File: src/rtl/bqm_pkg.sv
// ----------------------------------------------------------------------------
// bqm_pkg
// Shared widths, constants and control types of the bilinear quad map unit.
// ----------------------------------------------------------------------------
package bqm_pkg;

  // reference coordinates are signed Q2.14
  localparam int REF_W     = 16;
  // hat weights 1 -/+ ref need one more bit than the reference
  localparam int WEIGHT_W  = REF_W + 1;
  // fraction bits of a Q16.16 coordinate
  localparam int FRAC_BITS = 16;
  // the point sum carries two Q2.14 weights on top of Q16.16, plus the
  // quarter that turns the product of two (1 -/+ ref) factors into a weight
  localparam int PT_SHIFT  = 2 * (REF_W - 2) + 2;
  // Jacobian determinant is Q32.32
  localparam int DET_W     = 64;
  // register stages from input to output register
  localparam int NUM_STAGES = 6;

  // 1.0 in Q2.14
  localparam logic signed [WEIGHT_W-1:0] REF_ONE = WEIGHT_W'(16384);

  // per-stage load enables from the pipeline control
  typedef struct packed {
    logic [NUM_STAGES-1:0] en;
  } stage_ctrl_t;

endpackage

File: src/rtl/bqm_front.sv
// ----------------------------------------------------------------------------
// bqm_front
// Stage 1: hat weights from the reference point and the corner differences.
// ----------------------------------------------------------------------------
module bqm_front #(
  parameter int COORD_WIDTH = 32
) (
  input  logic                                 clk,
  input  bqm_pkg::stage_ctrl_t                 ctrl,
  input  logic signed [bqm_pkg::REF_W-1:0]     ref_xi,
  input  logic signed [bqm_pkg::REF_W-1:0]     ref_eta,
  input  logic signed [COORD_WIDTH-1:0]        cx [4],
  input  logic signed [COORD_WIDTH-1:0]        cy [4],
  output logic signed [bqm_pkg::WEIGHT_W-1:0]  wa_r,
  output logic signed [bqm_pkg::WEIGHT_W-1:0]  wb_r,
  output logic signed [bqm_pkg::WEIGHT_W-1:0]  va_r,
  output logic signed [bqm_pkg::WEIGHT_W-1:0]  vb_r,
  output logic signed [COORD_WIDTH-1:0]        cx_r [4],
  output logic signed [COORD_WIDTH-1:0]        cy_r [4],
  output logic signed [COORD_WIDTH:0]          dx_r [4],
  output logic signed [COORD_WIDTH:0]          dy_r [4]
);
  import bqm_pkg::*;

  localparam int DIFF_W = COORD_WIDTH + 1;

  logic signed [WEIGHT_W-1:0] xi_ext;
  logic signed [WEIGHT_W-1:0] eta_ext;
  logic signed [DIFF_W-1:0]   cx_ext [4];
  logic signed [DIFF_W-1:0]   cy_ext [4];

  assign xi_ext  = {ref_xi[REF_W-1], ref_xi};
  assign eta_ext = {ref_eta[REF_W-1], ref_eta};

  always_comb begin
    for (int k = 0; k < 4; k++) begin
      cx_ext[k] = {cx[k][COORD_WIDTH-1], cx[k]};
      cy_ext[k] = {cy[k][COORD_WIDTH-1], cy[k]};
    end
  end

  // weights and edge differences: lower, upper, left, right edge
  always_ff @(posedge clk) begin
    if (ctrl.en[0]) begin
      wa_r <= REF_ONE - xi_ext;
      wb_r <= REF_ONE + xi_ext;
      va_r <= REF_ONE - eta_ext;
      vb_r <= REF_ONE + eta_ext;
      cx_r <= cx;
      cy_r <= cy;
      dx_r[0] <= cx_ext[1] - cx_ext[0];
      dx_r[1] <= cx_ext[2] - cx_ext[3];
      dx_r[2] <= cx_ext[3] - cx_ext[0];
      dx_r[3] <= cx_ext[2] - cx_ext[1];
      dy_r[0] <= cy_ext[1] - cy_ext[0];
      dy_r[1] <= cy_ext[2] - cy_ext[3];
      dy_r[2] <= cy_ext[3] - cy_ext[0];
      dy_r[3] <= cy_ext[2] - cy_ext[1];
    end
  end

endmodule

File: config.mk
export PLATFORM = sky130hd
export DESIGN_NAME = bqm_front
export DESIGN_NICKNAME = d
export VERILOG_FILES = /design/src/rtl/bqm_pkg.sv /design/src/rtl/bqm_front.sv
export SDC_FILE = /design/constraint.sdc
export NUM_CORES = 1
export LEC_CHECK = 0
export ABC_AREA = 1
export BUFFER_PORTS_ARGS = -buffer_cell sky130_fd_sc_hd__buf_2
export CAP_MARGIN = 10
export CORE_AREA = 4 4 341 343
export DETAILED_ROUTE_END_ITERATION = 10
export DIE_AREA = 0 0 345 347
export GPL_ROUTABILITY_DRIVEN = 0
export PLACE_DENSITY = 0.66
export SLEW_MARGIN = 20
export SYNTH_ARGS = -nofsm -noshare
export SYNTH_HDL_FRONTEND = slang
export SYNTH_SLANG_ARGS = --single-unit
File: constraint.sdc
create_clock -name clk -period 3 [get_ports clk]
set_input_delay 0.45 -clock clk [delete_from_list [all_inputs] [get_ports clk]]
set_output_delay 0.45 -clock clk [all_outputs]
set_load 0.02 [all_outputs]
==> flow_metrics.py <==
metrics = {
    "logic_synthesis": {
        "synth-edff-count": 586,
        "ys_types": 24,
        "synth_cells": 5114,
        "yosysTopAreaCell": "edfxtp_1",
        "yosys_warnings": 0,
        "synth_area_um2": 38700,
        "yosys_register_bits": 586,
        "netlist.area_leader.share": 0.455,
        "synth-xor-area-share": 0.0326,
        "synth_top_flop_cell": "edfxtp_1",
        "syn_nets": 5681,
        "synthTopCellsByCount": "nand2_1, inv_1, edfxtp_1",
        "syn_area_per_cell_um2": 7.56,
        "yosysMostFrequentCell": "nand2_1",
        "synth_compound_area_frac": 0.0254,
        "synth.area.mux_share": 0,
        "yosys-top-cells-area": "edfxtp_1, nand2_1, inv_1, ha_1, nor2_1",
        "synthSimpleGateAreaFrac": 0.277,
        "synth_top_family_by_area": "simple AND/OR/NAND/NOR gates",
        "synthAdderAreaFrac": 0.0895,
        "seq_area_frac_synth": 0.455,
        "synth-async-reset-ratio": 0,
    },
    "critical_path": {
        "cp_slowest_stage_delay_ns": 0.53,
        "cp-end-kind": "flip-flop",
        "worstSetupPathType": "in2reg",
        "crit_fanout": 3,
        "arrival_ns": 2.79,
        "cp.required_ns": 3.39,
        "cp_slowest_cell": "dlygate4sd3_1",
        "path_cells": "dlygate4sd3_1, buf_2, ha_1, fa_1, inv_1, nand2_1, nand2_1, nand3_1, nand2_1, nand2_1, nand2_2, nand2_1, nand3_1, nand2_1",
        "path_common_cell": "nand2_1",
        "start_kind": "primary input",
    },
    "sta": {
        "final-setup-viol-count": 0,
        "drv_slew": 0,
        "rsz0062_at_grt": "no",
        "maxSlewHeadroom": 0.556,
        "worstMarginPinSlew_ns": 0.667,
        "setup_slack_ns": 0.605,
        "fmax_ghz": 0.418,
        "fin_crit_ns": 2.39,
        "setup_tns_ns": 0,
        "final-hold-violation-count": 0,
        "fin_hold_ws_ns": 0.0321,
        "fin_crit_sh": 0.798,
    },
    "place": {
        "place_area_um2": 45100,
        "pre_cts_ws_ns": 0.434,
        "dp_hpwl_um": 124000,
        "port_buffers": 877,
    },
    "grt": {
        "overflow": 0,
        "grt_pass1_wl_um": 213000,
        "groute.usage.overall": 0.237,
        "antenna_found_initial": 14,
        "grt_max_degree": 107,
        "grt_pass1_vias": 34595,
    },
    "cts": {
        "clkTransAtPathRegs_ns": 0.06,
        "cts_setup_buffers": 0,
        "cts_num_sinks": 586,
        "cts_buffer_depth": 3,
        "numCtsBuffers": 68,
        "clock-root-buffer": "clkbuf_16",
        "cts.htree.levels": 3,
        "cts_tree": "yes",
    },
    "detailed_routing": {
        "num_vias": 36258,
        "drt_iter0_drc": 2963,
        "ant_nets": 0,
        "wire_per_inst_um": 19.1,
        "vias_per_cell": 4.71,
        "first_pass_iters": 8,
        "drcViolationCount": 0,
        "drt_wl_total_um": 147000,
    },
    "status": {
        "status": "completed",
    },
    "finish": {
        "fin_area_um2": 48000,
        "drive_gt1_frac": 0.171,
        "area_growth_pct": 24.1,
        "fin_nets": 6697,
    },
    "pwr": {
        "leakage_uw": 0.0268,
        "vdd_drop_max_mv": 0.411,
        "power_density_nw_per_um2": 546,
    },
    "hold_path": {
        "hp-class": "in2reg",
        "hold_path_depth": 1,
    },
    "floorplan": {
        "coreArea_um2": 114000,
        "fp.dieH_um": 347,
        "io_pins": 883,
        "die-width_um": 345,
        "fp-row-count": 124,
        "fp.dieArea_um2": 120000,
        "initial_utilization": 0.341,
    },
    "run": {
        "cap_violations": 0,
    },
}
==> placed cells by master (no fill, tap or decap), drive strengths merged, types with 18 or more instances in the layout <==
cell type,instances
nand2,2056
inv,1235
buf,894
edfxtp,586
nor2,348
ha,264
nand3,202
a21oi,168
xor2,124
clkbuf,81
dlygate4sd3,60
nand4,38
clkinv,23
xnor2,20
nor3,20
and2,18
==> per-stage QoR <==
step / util / std cells / total power (uW)
finish: 0.423 / 7698 / 26200
global route: 0.423 / 7695 / 27500
CTS: 0.423 / 7695 / 26400
detailed placement: 0.397 / 7512 / 17900
global placement: 0.397 / 7512 / 17800
floorplan: - / 5114 / 14900
==> registers in the layout, summed over array words and instances, names as in the netlist <==
| name | cells |
|---|---|
| cy_r | 128 |
| dy_r | 132 |
| wa_r | 17 |
| va_r | 17 |
| wb_r | 16 |
| cx_r | 128 |
| dx_r | 132 |
| vb_r | 16 |
==> critical path, delay by kind of cell <==
kind | cells | cell delay, ns
adder cells (fa/ha/maj) | 2 | 0.68
buffers and inverters | 3 | 0.80
AND/OR/NAND/NOR | 9 | 0.85
==> repair_timing <==
item | in CTS | in global routing
hold buffers | 60 | 0
endpoints found under the hold margin | 60 | 0
gates resized for setup | 0 | 0
==> metal layers <==
metal,share of wire,vias up,GRT usage
met1,0.39,16568,0.292
met2,0.46,1679,0.398
met5,0.00039,-,0
met3,0.090,316,0.0500
li1,-,17687,-
met4,0.053,8,0.111
==> report_power, final <==
group | internal [uW] | switching (uW) | total, uW | leakage [uW]
Clock | 4650 | 3740 | 8390 | 0.00107
Sequential | 10200 | 329 | 10500 | 0.00573
Combinational | 2160 | 5150 | 7310 | 0.0200
==> layout make-up <==
type / count / area, um2
antenna: 3 / 7.51
clock buffer: 81 / 1750
sequential: 586 / 17600
clock inverter: 42 / 498
timing repair buffer: 954 / 5230
fill: 11433 / 65600
inverter: 1228 / 4610
multi-input combinational: 3292 / 16400
tap: 1512 / 1890
==> worst paths after layout <==
path,start,end,slack (ns)
setup / recovery,cy[96],dy_r[123],0.61
hold / removal,cx[126],cx_r[126],0.03
==> cells by family after synthesis <==
| kind of cell | after synthesis |
|---|---|
| DFF | 586 |
| adders and majority gates | 272 |
| xor gates and xnor gates | 144 |
| AOI/OAI and AO/OA | 184 |
| buffers and inverters | 1236 |
| and+or+nand+nor | 2692 |
(Power assumes the default switching activity.)
