<file path="src/rtl/bqm_pkg.sv">
// ----------------------------------------------------------------------------
// bqm_pkg
// Shared widths, constants and control types of the bilinear quad map unit.
// ----------------------------------------------------------------------------
package bqm_pkg;

  // reference coordinates are signed Q2.14
  localparam int REF_W     = 16;
  // hat weights 1 -/+ ref need one more bit than the reference
  localparam int WEIGHT_W  = REF_W + 1;
  // fraction bits of a Q16.16 coordinate
  localparam int FRAC_BITS = 16;
  // the point sum carries two Q2.14 weights on top of Q16.16, plus the
  // quarter that turns the product of two (1 -/+ ref) factors into a weight
  localparam int PT_SHIFT  = 2 * (REF_W - 2) + 2;
  // Jacobian determinant is Q32.32
  localparam int DET_W     = 64;
  // register stages from input to output register
  localparam int NUM_STAGES = 6;

  // 1.0 in Q2.14
  localparam logic signed [WEIGHT_W-1:0] REF_ONE = WEIGHT_W'(16384);

  // per-stage load enables from the pipeline control
  typedef struct packed {
    logic [NUM_STAGES-1:0] en;
  } stage_ctrl_t;

endpackage

</file>
<file path="src/rtl/bqm_pipe_ctrl.sv">
// ----------------------------------------------------------------------------
// bqm_pipe_ctrl
// Valid bits and per-stage load enables; bubbles collapse under a stall.
// ----------------------------------------------------------------------------
module bqm_pipe_ctrl (
  input  logic                 clk,
  input  logic                 rst_n,
  input  logic                 in_valid,
  output logic                 in_ready,
  output logic                 out_valid,
  input  logic                 out_ready,
  output bqm_pkg::stage_ctrl_t ctrl
);
  import bqm_pkg::*;

  logic [NUM_STAGES-1:0] vld_r;
  logic [NUM_STAGES-1:0] vld_nxt;
  logic [NUM_STAGES-1:0] en;

  // a stage loads when it is empty or its word moves on
  always_comb begin
    en[NUM_STAGES-1] = !vld_r[NUM_STAGES-1] || out_ready;
    for (int k = NUM_STAGES - 2; k >= 0; k--) begin
      en[k] = !vld_r[k] || en[k+1];
    end
  end

  // valid bits follow the data
  always_comb begin
    vld_nxt[0] = en[0] ? in_valid : vld_r[0];
    for (int k = 1; k < NUM_STAGES; k++) begin
      vld_nxt[k] = en[k] ? vld_r[k-1] : vld_r[k];
    end
  end

  always_ff @(posedge clk) begin
    if (!rst_n) begin
      vld_r <= '0;
    end else begin
      vld_r <= vld_nxt;
    end
  end

  assign ctrl.en   = en;
  assign in_ready  = en[0];
  assign out_valid = vld_r[NUM_STAGES-1];

endmodule

</file>
<file path="config.mk">
export PLATFORM = sky130hd
export DESIGN_NAME = bqm_pipe_ctrl
export DESIGN_NICKNAME = d
export VERILOG_FILES = /design/src/rtl/bqm_pkg.sv /design/src/rtl/bqm_pipe_ctrl.sv
export SDC_FILE = /design/constraint.sdc
export NUM_CORES = 1
export LEC_CHECK = 0
export BUFFER_PORTS_ARGS = -buffer_cell sky130_fd_sc_hd__buf_2
export CORE_AREA = 3 3 40 42
export DETAILED_ROUTE_END_ITERATION = 16
export DIE_AREA = 0 0 43 45
export MAX_ROUTING_LAYER = met4
export PLACE_DENSITY_LB_ADDON = 0.08
export SLEW_MARGIN = 20
export SYNTH_ARGS = -nofsm -noshare
export SYNTH_HDL_FRONTEND = slang
export SYNTH_SLANG_ARGS = --single-unit
</file>
<file path="constraint.sdc">
create_clock -name clk -period 2.1 [get_ports clk]
set_input_delay 0.21 -clock clk [delete_from_list [all_inputs] [get_ports clk]]
set_output_delay 0.21 -clock clk [all_outputs]
set_load 0.005 [all_outputs]
</file>
==> summary.txt, run 1 <==
Clock network
  • Sink count of the clock tree: 6
  • H-Tree Level Count: 1
  • Total setup buffers inserted after CTS: 0
  • Clock insertion delay at the later pin of the skew report: 0.24 ns
  • TritonCTS clock tree: built
  • Cells resized by post-CTS repair: 0
  • Quantity of hold-fixing buffers added after cts: 0
  • Maximum count of clock buffers along a single path: 2
  • Clk slew on worst S/H paths: 0.05 ns
  • Root buffer cell: clkbuf_4
  • Number of buffers created by CTS: 3

Drt
  • Routed length per placed instance: 8.982 um
  • Via density per instance: 3.764
  • Antenna violation net count after detailed routing: 0
  • DRC violations left: 0
  • Via Count: 207
  • Initial detailed-routing violation count: 2
  • Router iterations before antenna repair: 2
  • Detailed Route WL: 494 um

Worst setup path
  • Critical setup path kind: reg -> out
  • Critical path endpoint category: output port
  • Most numerous cell on the critical path: inv_1
  • Top fanout value on the critical path: 4
  • Required arrival time at the worst endpoint: 1.89 ns
  • Category of the worst setup path launch point: flop
  • Max incr delay on CP: 0.36 ns
  • CP Cell Sequence: and4b_1, inv_1, nor2_1, inv_1, buf_2
  • Slowest cell on the critical path: dfxtp_1
  • Data arrival time of the critical path: 1.22 ns

Global routing
  • Total GRT Usage: 0.06535
  • Pin count of the biggest net entering global routing: 8
  • Antenna violations before repair: 0
  • Global-route wire length before repair: 807 um
  • Via count of the first global-routing pass: 186
  • Total congestion overflow after global routing: 0

Synthesis
  • Area leader, netlist: dfxtp_1
  • Synthesized netlist net count: 31
  • Combined area of all synthesized cells: 241.5 um^2
  • Most frequent cell after synthesis: dfxtp_1
  • Number of instances in the synthesized netlist: 27
  • Seq cells post-synth: 6
  • Mean instance size in the synthesized netlist: 8.944 um^2
  • Sequential share of the synthesized area: 0.4974
  • Warnings, synthesis: 0
  • Top post-synthesis cells by count: dfxtp_1, nand2_1, o21a_1
  • Proportion of netlist area held by the largest area contributor: 0.4974
  • Fraction of synthesis flops using an asynchronous set or reset pin: 0
  • Ranking of synthesized cells by area: dfxtp_1, o21a_1, nand2_1
  • Top flip-flop cell by instance count after synthesis: dfxtp_1
  • Number of flops mapped to enable cells by yosys: 0
  • Number of library cell types mapped by synthesis: 13

Power and ir drop
  • Leakage power: 0.1269 nW
  • Total power per unit cell area: 704.6 nW/um^2
  • Overall power: 0.2327 mW
  • Maximum vdd drop: 209.5 uV

STA
  • Minimum clock period after layout: 1.430 ns
  • Count of pins over their slew limit: 0
  • Transition at the pin with the smallest max-transition slack: 0.2461 ns
  • Hold violation count in the final report: 0
  • Worst hold margin: 0.1776 ns
  • Count of endpoints failing setup in the final report: 0
  • Highest Clock Rate: 699.3 MHz
  • Final total negative setup slack: 0 ns
  • Worst slew margin: 0.8356
  • Worst-case clock skew: 0.003091 ns
  • Worst setup slack after layout: 0.6701 ns
  • Final cycle utilization of the critical path: 0.6809
  • Unrepaired setup endpoints after global routing: no

Placement
  • Placement Setup Slack: 0.9053 ns
  • Buffers added on ports: 11
  • Placed cell count: 52
  • Placer Congestion: 0.6013
  • HPWL Detailed: 398.5 um
  • Post-Place Cell Area: 307.8 um^2

Finish
  • Post-Layout Cell Count: 55
  • Fraction of layout instances using a drive strength above 1: 0.4250
  • Fin util: 0.2571
  • Register bank with the most flops: vld_r
  • Final-stage net count: 46
  • Layout Area Growth over Synthesis: 36.79%
  • Number of flip-flops in the largest register: 6
  • Number of antenna cells inserted: 0
  • Post-route design area: 330.3 um^2
  • Registers with the most flip-flops: vld_r (6)

Outcome
  • Outcome: finished, final reports clean

Floorplan
  • Number of placed I/O pins: 12
  • Die Outline Area: 1935 um^2
  • Placement Rows: 13
  • Initial Util: 0.1879
  • Die height: 45 um
  • Die outline width: 43 um
  • Floorplan Core Area: 1285 um^2

Hold path
  • Class of the tightest hold or removal check: in -> reg

Flow run
  • MaxCap Viol Count: 0
## report_power, final
| group | total (mW) | leakage [nW] | switching [mW] | internal, mW |
|---|---|---|---|---|
| logic | 0.00859 | 0.0642 | 0.00381 | 0.00478 |
| clock network | 0.105 | 0.0138 | 0.0402 | 0.0645 |
| registers | 0.119 | 0.0489 | 0.00210 | 0.117 |
## cells in the final DEF, fill, tap and decap left out, drive strengths merged
cell | synthesis | final
buf | 1 | 11
dfxtp | 6 | 6
nand2 | 4 | 4
o21a | 4 | 4
inv | 4 | 4
clkbuf | 0 | 3
nor2b | 2 | 2
and4b | 1 | 1
and2 | 1 | 1
nand3 | 1 | 1
nor2 | 1 | 1
o21ai | 1 | 1
a21oi | 1 | 1
## critical path, delay by kind of cell (launching register included)
family | cells | cell delay (ns)
DFF | 1 | 0.36
and+or+nand+nor | 2 | 0.37
buffers and inverters | 3 | 0.24
## kinds of logic after synthesis
group / Yosys count / share of synthesized area
buffers and inverters: 5 / 0.09326
AOI/OAI and AO/OA: 6 / 0.1813
and+or+nand+nor: 10 / 0.2279
DFF: 6 / 0.4974
## layout make-up
class                      count  area, um^2
multi-input combinational     16       98.84
sequential                     6       120.1
fill                         143       954.7
clock buffer                   3       22.52
timing repair buffer          11       55.05
inverter                       4       15.01
tap                           15       18.77
## routing by layer
layer  GRT usage  wire, um  up-vias
met5           -         0        -
met4     0.09036         0        0
met3     0.02390        53        0
met2     0.06886       194        9
met1     0.07767       246       85
li1            -         -      113
## path summary, 6_finish.rpt
check	start	end	slack [ns]	cells after the start
worst max-delay path	vld_r[4]	in_ready	0.67	5
worst min-delay path	in_valid	vld_r[0]	0.18	2
worst max register to register	vld_r[4]	vld_r[1]	1.12	4
worst min register to register	vld_r[0]	vld_r[1]	0.47	2
(Power assumes the default switching activity.)
==> run 2, diff against run 1 <==
- clock period: 2.1 -> 1.37 ns (I/O delays scaled with it)
==> run 2 against run 1 <==
Die area is the same. Non-clock buffer count rose by 4. Largest power group unchanged. Power is 51% higher. Critical path type unchanged. Via count grew 11%.
==> summary.txt, run 2 (synthesized netlist as in run 1, its figures left out) <==
Placement
  • Post-Place Cell Area: 307.8 um^2 (unchanged)
  • Placement Setup Slack: 0.2274 ns (-0.6779 ns)
  • HPWL Detailed: 391.3 um (-1.8%)
  • Placer Congestion: 0.6467 (+7.6%)
  • Buffers added on ports: 11 (unchanged)

Global routing
  • Total GRT Usage: 0.06105 (-0.004299)
  • Total congestion overflow after global routing: 0 (unchanged)
  • Global-route wire length before repair: 786 um (-2.6%)
  • Via count of the first global-routing pass: 202 (+8.6%)
  • Pin count of the biggest net entering global routing: 8 (unchanged)
  • Antenna violations before repair: 0 (unchanged)

Outcome
  • Outcome: finished, final reports clean

Finish
  • Footprint of the multi-input gates: 102.6 um^2 (+3.8%)
  • Post-route design area: 366.6 um^2 (+11%)
  • Final-layout fill cell count: 147 (+2.8%)
  • Number of antenna cells inserted: 0 (unchanged)
  • Commonest non-fill, non-tap cells in the layout: buf_2, nand2_1, o21a_1, buf_4, dfxtp_1
  • Most common cell after layout, fill and taps aside: buf_2
  • Layout Area Growth over Synthesis: 51.81%
  • Register bank with the most flops: vld_r
  • Number of flip-flops in the largest register: 6 (unchanged)
  • Registers with the most flip-flops: vld_r (6)
  • Fraction of layout instances using a drive strength above 1: 0.5682 (+0.1432)
  • Footprint of the flip-flops and latches: 122.6 um^2 (+2.1%)
  • Final-stage net count: 50 (+8.7%)

Worst setup path
  • Reg2Reg Depth: 4 (unchanged)
  • Reg2Reg Capture Point: vld_r[3]
  • Critical path endpoint category: output port
  • Critical setup path kind: reg -> out
  • Category of the worst setup path launch point: flop
  • Worst reg2reg path startpoint: vld_r[4]
  • Data arrival time of the critical path: 1.17 ns (-0.05 ns)
  • Worst setup slack for register-to-register paths: 0.29 ns (-0.83 ns)
  • Required arrival time at the worst endpoint: 1.23 ns (-0.66 ns)
  • Top fanout value on the critical path: 3 (-1)

Floorplan
  • Die outline width: 43 um (unchanged)
  • Die height: 45 um (unchanged)
  • Die Outline Area: 1935 um^2 (unchanged)
  • Initial Util: 0.1879 (unchanged)
  • Number of placed I/O pins: 12 (unchanged)
  • Floorplan Core Area: 1285 um^2 (unchanged)
  • Placement Rows: 13 (unchanged)

Drt
  • Initial detailed-routing violation count: 3 (+1)
  • Detailed Route WL: 526 um (+6.5%)
  • Amount of wire on met2 after detailed routing: 220 um (+13%)
  • Via density per instance: 3.898 (+3.6%)
  • Routed length per placed instance: 8.915 um (-0.74%)
  • Router iterations before antenna repair: 3 (+1)
  • Via Count: 230 (+11%)
  • DR top layer: met3
  • Sum of routed wire segments on met1: 241 um (-2.0%)
  • DRC violations left: 0 (unchanged)
  • Antenna violation net count after detailed routing: 0 (unchanged)
  • Met3 routed wirelength: 64 um (+21%)

Power and ir drop
  • Maximum vdd drop: 362.6 uV (+73%)
  • Total power per unit cell area: 958.0 nW/um^2 (+36%)
  • Leakage power: 0.1490 nW (+17%)

STA
  • Final total negative setup slack: 0 ns (unchanged)
  • Count of pins over their slew limit: 0 (unchanged)
  • Hold violation count in the final report: 0 (unchanged)
  • Final cycle utilization of the critical path: 0.9507
  • Count of endpoints failing setup in the final report: 0 (unchanged)
  • Worst-case clock skew: 0.001613 ns (-0.001478 ns)
  • Worst setup slack after layout: 0.06754 ns (-0.6025 ns)
  • Transition at the pin with the smallest max-transition slack: 0.2395 ns (-0.006584 ns)
  • Minimum clock period after layout: 1.302 ns
  • Worst slew margin: 0.8400 (+0.004398)
  • Highest Clock Rate: 767.8 MHz
  • Unrepaired setup endpoints after global routing: no

Hold path
  • Worst min-delay path startpoint: in_valid
  • Class of the tightest hold or removal check: in -> reg
  • End point of the worst hold path: vld_r[0]
  • Number of cells on the worst hold path: 2 (unchanged)

Clock network
  • Number of buffers created by CTS: 3 (unchanged)
  • Sink count of the clock tree: 6 (unchanged)
  • Quantity of hold-fixing buffers added after cts: 0 (unchanged)
  • Clk slew on worst S/H paths: 0.04 ns (about the same)
  • Root buffer cell: clkbuf_4
  • Clock insertion delay at the later pin of the skew report: 0.24 ns (about the same)
  • TritonCTS clock tree: built
  • H-Tree Level Count: 1 (unchanged)
  • Maximum count of clock buffers along a single path: 2 (unchanged)

Flow run
  • MaxCap Viol Count: 0 (unchanged)
## run 2: per-stage QoR
stage | hold WS, ns | instances | total power [mW] | utilization
2_1_floorplan | 0.2541 | 27 | 0.1910 | -
3_3_place_gp | 0.3470 | 52 | 0.1993 | 0.2395
3_5_place_dp | 0.3523 | 52 | 0.1992 | 0.2395
4_1_cts | 0.1081 | 56 | 0.3612 | 0.2639
5_1_grt | 0.1175 | 59 | 0.3746 | 0.2853
6_report | 0.1144 | 59 | 0.3512 | 0.2853
## run 2: power breakdown
group	switching, mW	internal [mW]
sequential	0.00313	0.180
clock	0.0558	0.0986
combinational	0.00607	0.00765
## run 2: area by class of cell
type                       instances  area share
clock buffer                       3     0.06143
inverter                           4     0.04096
multi-input combinational         16      0.2799
sequential                         6      0.3345
tap                               15     0.05119
timing repair buffer              15      0.2321
## run 2: repair_timing
action	4_1_cts	5_1_grt
setup endpoints to repair	3	4
resized for setup	1	3
setup buffers	1	3
pin swaps	1	2
## run 2: worst max-delay path by stage
stage / end / from / slack (ns)
detailed placement: in_ready / vld_r[4] / 0.23
global route: in_ready / vld_r[4] / 0.006
global placement: in_ready / vld_r[4] / 0.24
finish: ctrl[1] / vld_r[4] / 0.07
floorplan: ctrl[0] / vld_r[5] / 0.28
CTS: in_ready / vld_r[5] / 0.007
## run 2: routing by layer
metal / GRT usage / vias to the layer above
li1: - / 121
met1: 0.06553 / 100
met2: 0.07186 / 9
met3: 0.05578 / 0
met4: 0.03614 / 0
met5: - / -
## run 2: worst max-delay path: stages, from the launching register on
cell     delay (ns)
dfxtp_2        0.32
and4b_2        0.27
and2_4         0.16
nand2_1        0.05
buf_2          0.12
==> run 3, diff against run 2 <==
- CTS_BUF_LIST: unset -> sky130_fd_sc_hd__clkbuf_16
==> run 3 against run 2 <==
Via count shrank 1.7%. Sequential share of layout area fell by 3.3 points. Largest power group is now clock. Critical path depth stayed put. Cell area increased by 9.9%. Clock power rose to 3.0 times the previous value. Combinational power down 5%. Wire length shrank 4.4%. Global-route usage up 0.34 points.
==> summary.txt, run 3 (synthesized netlist as in run 1, its figures left out) <==
Flow run
  • MaxCap Viol Count: 0 (unchanged)

Clock network
  • Maximum count of clock buffers along a single path: 2 (unchanged)
  • Root buffer cell: clkbuf_16
  • H-Tree Level Count: 1 (unchanged)
  • Sink count of the clock tree: 6 (unchanged)
  • Clk slew on worst S/H paths: 0.03 ns (about the same)
  • TritonCTS clock tree: built
  • Clock insertion delay at the later pin of the skew report: 0.22 ns (-0.02 ns)
  • Number of buffers created by CTS: 3 (unchanged)

Worst setup path
  • Critical Path Start: vld_r[4]
  • Top fanout value on the critical path: 4 (+1)
  • Critical setup path kind: reg -> out
  • Reg2Reg Depth: 5 (+1)
  • Worst setup slack for register-to-register paths: 0.29 ns (about the same)
  • Category of the worst setup path launch point: flop
  • Critical path endpoint category: output port
  • Worst reg2reg path startpoint: vld_r[4]
  • Data arrival time of the critical path: 1.16 ns (about the same)
  • Reg2Reg Capture Point: vld_r[0]
  • Required arrival time at the worst endpoint: 1.23 ns (about the same)
  • Critical path capture point: ctrl[1]

STA
  • Minimum clock period after layout: 1.296 ns (-0.006856 ns)
  • Transition at the pin with the smallest max-transition slack: 0.2425 ns (+0.002995 ns)
  • Unrepaired setup endpoints after global routing: no
  • Hold violation count in the final report: 0 (unchanged)
  • Count of endpoints failing setup in the final report: 0 (unchanged)
  • Count of pins over their slew limit: 0 (unchanged)
  • Final total negative setup slack: 0 ns (unchanged)
  • Highest Clock Rate: 771.8 MHz (+0.53%)
  • Worst-case clock skew: 0.0002256 ns (-0.001388 ns)
  • Worst slew margin: 0.8380 (-0.002001)
  • Final cycle utilization of the critical path: 0.9457 (-0.005005)

Finish
  • Fin util: 0.3135 (+0.02824)
  • Layout Area Growth over Synthesis: 66.84%
  • Register bank with the most flops: vld_r
  • Final-stage net count: 48 (-4.0%)
  • Post-route design area: 402.9 um^2 (+9.9%)
  • Fraction of layout instances using a drive strength above 1: 0.5238 (-0.04437)
  • Number of flip-flops in the largest register: 6 (unchanged)
  • Number of antenna cells inserted: 0 (unchanged)
  • Registers with the most flip-flops: vld_r (6)
  • Final-layout fill cell count: 143 (-2.7%)
  • Commonest non-fill, non-tap cells in the layout: buf_2, dfxtp_1, nand2_1, o21a_1
  • Most common cell after layout, fill and taps aside: buf_2

Floorplan
  • Die outline width: 43 um (unchanged)
  • Die Outline Area: 1935 um^2 (unchanged)
  • Initial Util: 0.1879 (unchanged)
  • Placement Rows: 13 (unchanged)
  • Die height: 45 um (unchanged)
  • Number of placed I/O pins: 12 (unchanged)
  • Floorplan Core Area: 1285 um^2 (unchanged)

Global routing
  • Via count of the first global-routing pass: 190 (-5.9%)
  • Total congestion overflow after global routing: 0 (unchanged)
  • Antenna violations before repair: 0 (unchanged)
  • Total GRT Usage: 0.06449 (+0.003439)
  • Pin count of the biggest net entering global routing: 8 (unchanged)
  • Global-route wire length before repair: 800 um (+1.8%)

Drt
  • Initial detailed-routing violation count: 0 (-3)
  • Routed length per placed instance: 8.825 um (-1.0%)
  • Via Count: 226 (-1.7%)
  • Via density per instance: 3.965 (+1.7%)
  • Detailed Route WL: 503 um (-4.4%)
  • Router iterations before antenna repair: 1 (-2)
  • DRC violations left: 0 (unchanged)
  • Antenna violation net count after detailed routing: 0 (unchanged)

Power and ir drop
  • Maximum vdd drop: 813.8 uV (+120%)
  • Overall power: 0.6566 mW (+87%)
  • Total power per unit cell area: 1630 nW/um^2 (+70%)
  • Leakage power: 0.1608 nW (+7.9%)

Placement
  • HPWL Detailed: 391.3 um (unchanged)
  • Buffers added on ports: 11 (unchanged)
  • Post-Place Cell Area: 307.8 um^2 (unchanged)
  • Placer Congestion: 0.6467 (unchanged)

Outcome
  • Outcome: finished, final reports clean

Hold path
  • Class of the tightest hold or removal check: in -> reg
[run 3: changes by cell type in the layout (fill, tap and decap cells not counted)]
cell,before,now
buf_4,4,2
dfxtp_2,2,1
clkbuf_4,3,0
dfxtp_1,4,5
clkbuf_16,0,3
[run 3: what timing repair did]
action,4_1_cts,5_1_grt
pin swaps,1,2
hold buffers,0,0
buffers inserted,1,1
gates resized for setup,1,2
setup endpoints to repair,2,2
[run 3: how the worst min path moves through the flow]
stage | cells after the start | startpoint | slack, ns | end
2_1_floorplan | 2 | rst_n | 0.25 | vld_r[1]
3_3_place_gp | 2 | in_valid | 0.35 | vld_r[0]
3_5_place_dp | 2 | in_valid | 0.35 | vld_r[0]
4_1_cts | 2 | in_valid | 0.13 | vld_r[0]
5_1_grt | 2 | in_valid | 0.15 | vld_r[0]
6_report | 2 | in_valid | 0.13 | vld_r[0]
[run 3: report_power, final]
| part | switching, mW | internal (mW) | leakage (nW) |
|---|---|---|---|
| clock | 0.0863 | 0.373 | 0.0370 |
| sequential | 0.00316 | 0.181 | 0.0494 |
| combinational | 0.00568 | 0.00732 | 0.0744 |
| total | 0.0952 | 0.561 | 0.161 |
[run 3: worst max-delay path: stages (launching register included)]
cell and delay (ns):
dfxtp_2 0.33, and4b_2 0.27, and2_4 0.16, nand2_1 0.05, buf_2 0.12
[run 3: layout make-up]
| type | count | area (um^2) | area share |
|---|---|---|---|
| flip-flops and latches | 6 | 121.4 | 0.3012 |
| multi-input cells | 16 | 102.6 | 0.2547 |
| clock buffers | 3 | 75.07 | 0.1863 |
| repair buffers | 13 | 70.07 | 0.1739 |
| well taps | 15 | 18.77 | 0.04658 |
| inverters | 4 | 15.01 | 0.03727 |
[run 3: per-stage QoR]
| stage | setup WS [ns] | std cells | hold slack [ns] |
|---|---|---|---|
| finish | 0.07440 | 57 | 0.1277 |
| floorplan | 0.2799 | 27 | 0.2541 |
| CTS | 0.02878 | 56 | 0.1295 |
| global route | 0.006665 | 57 | 0.1458 |
| global placement | 0.2434 | 52 | 0.3470 |
| detailed placement | 0.2274 | 52 | 0.3523 |
[run 3: routing by layer]
layer / vias up / GRT usage / share of wire
met5: - / - / 0
met4: 0 / 0.05422 / 0.018
met3: 2 / 0.05578 / 0.14
met2: 11 / 0.07186 / 0.39
met1: 95 / 0.06796 / 0.45
li1: 118 / - / -
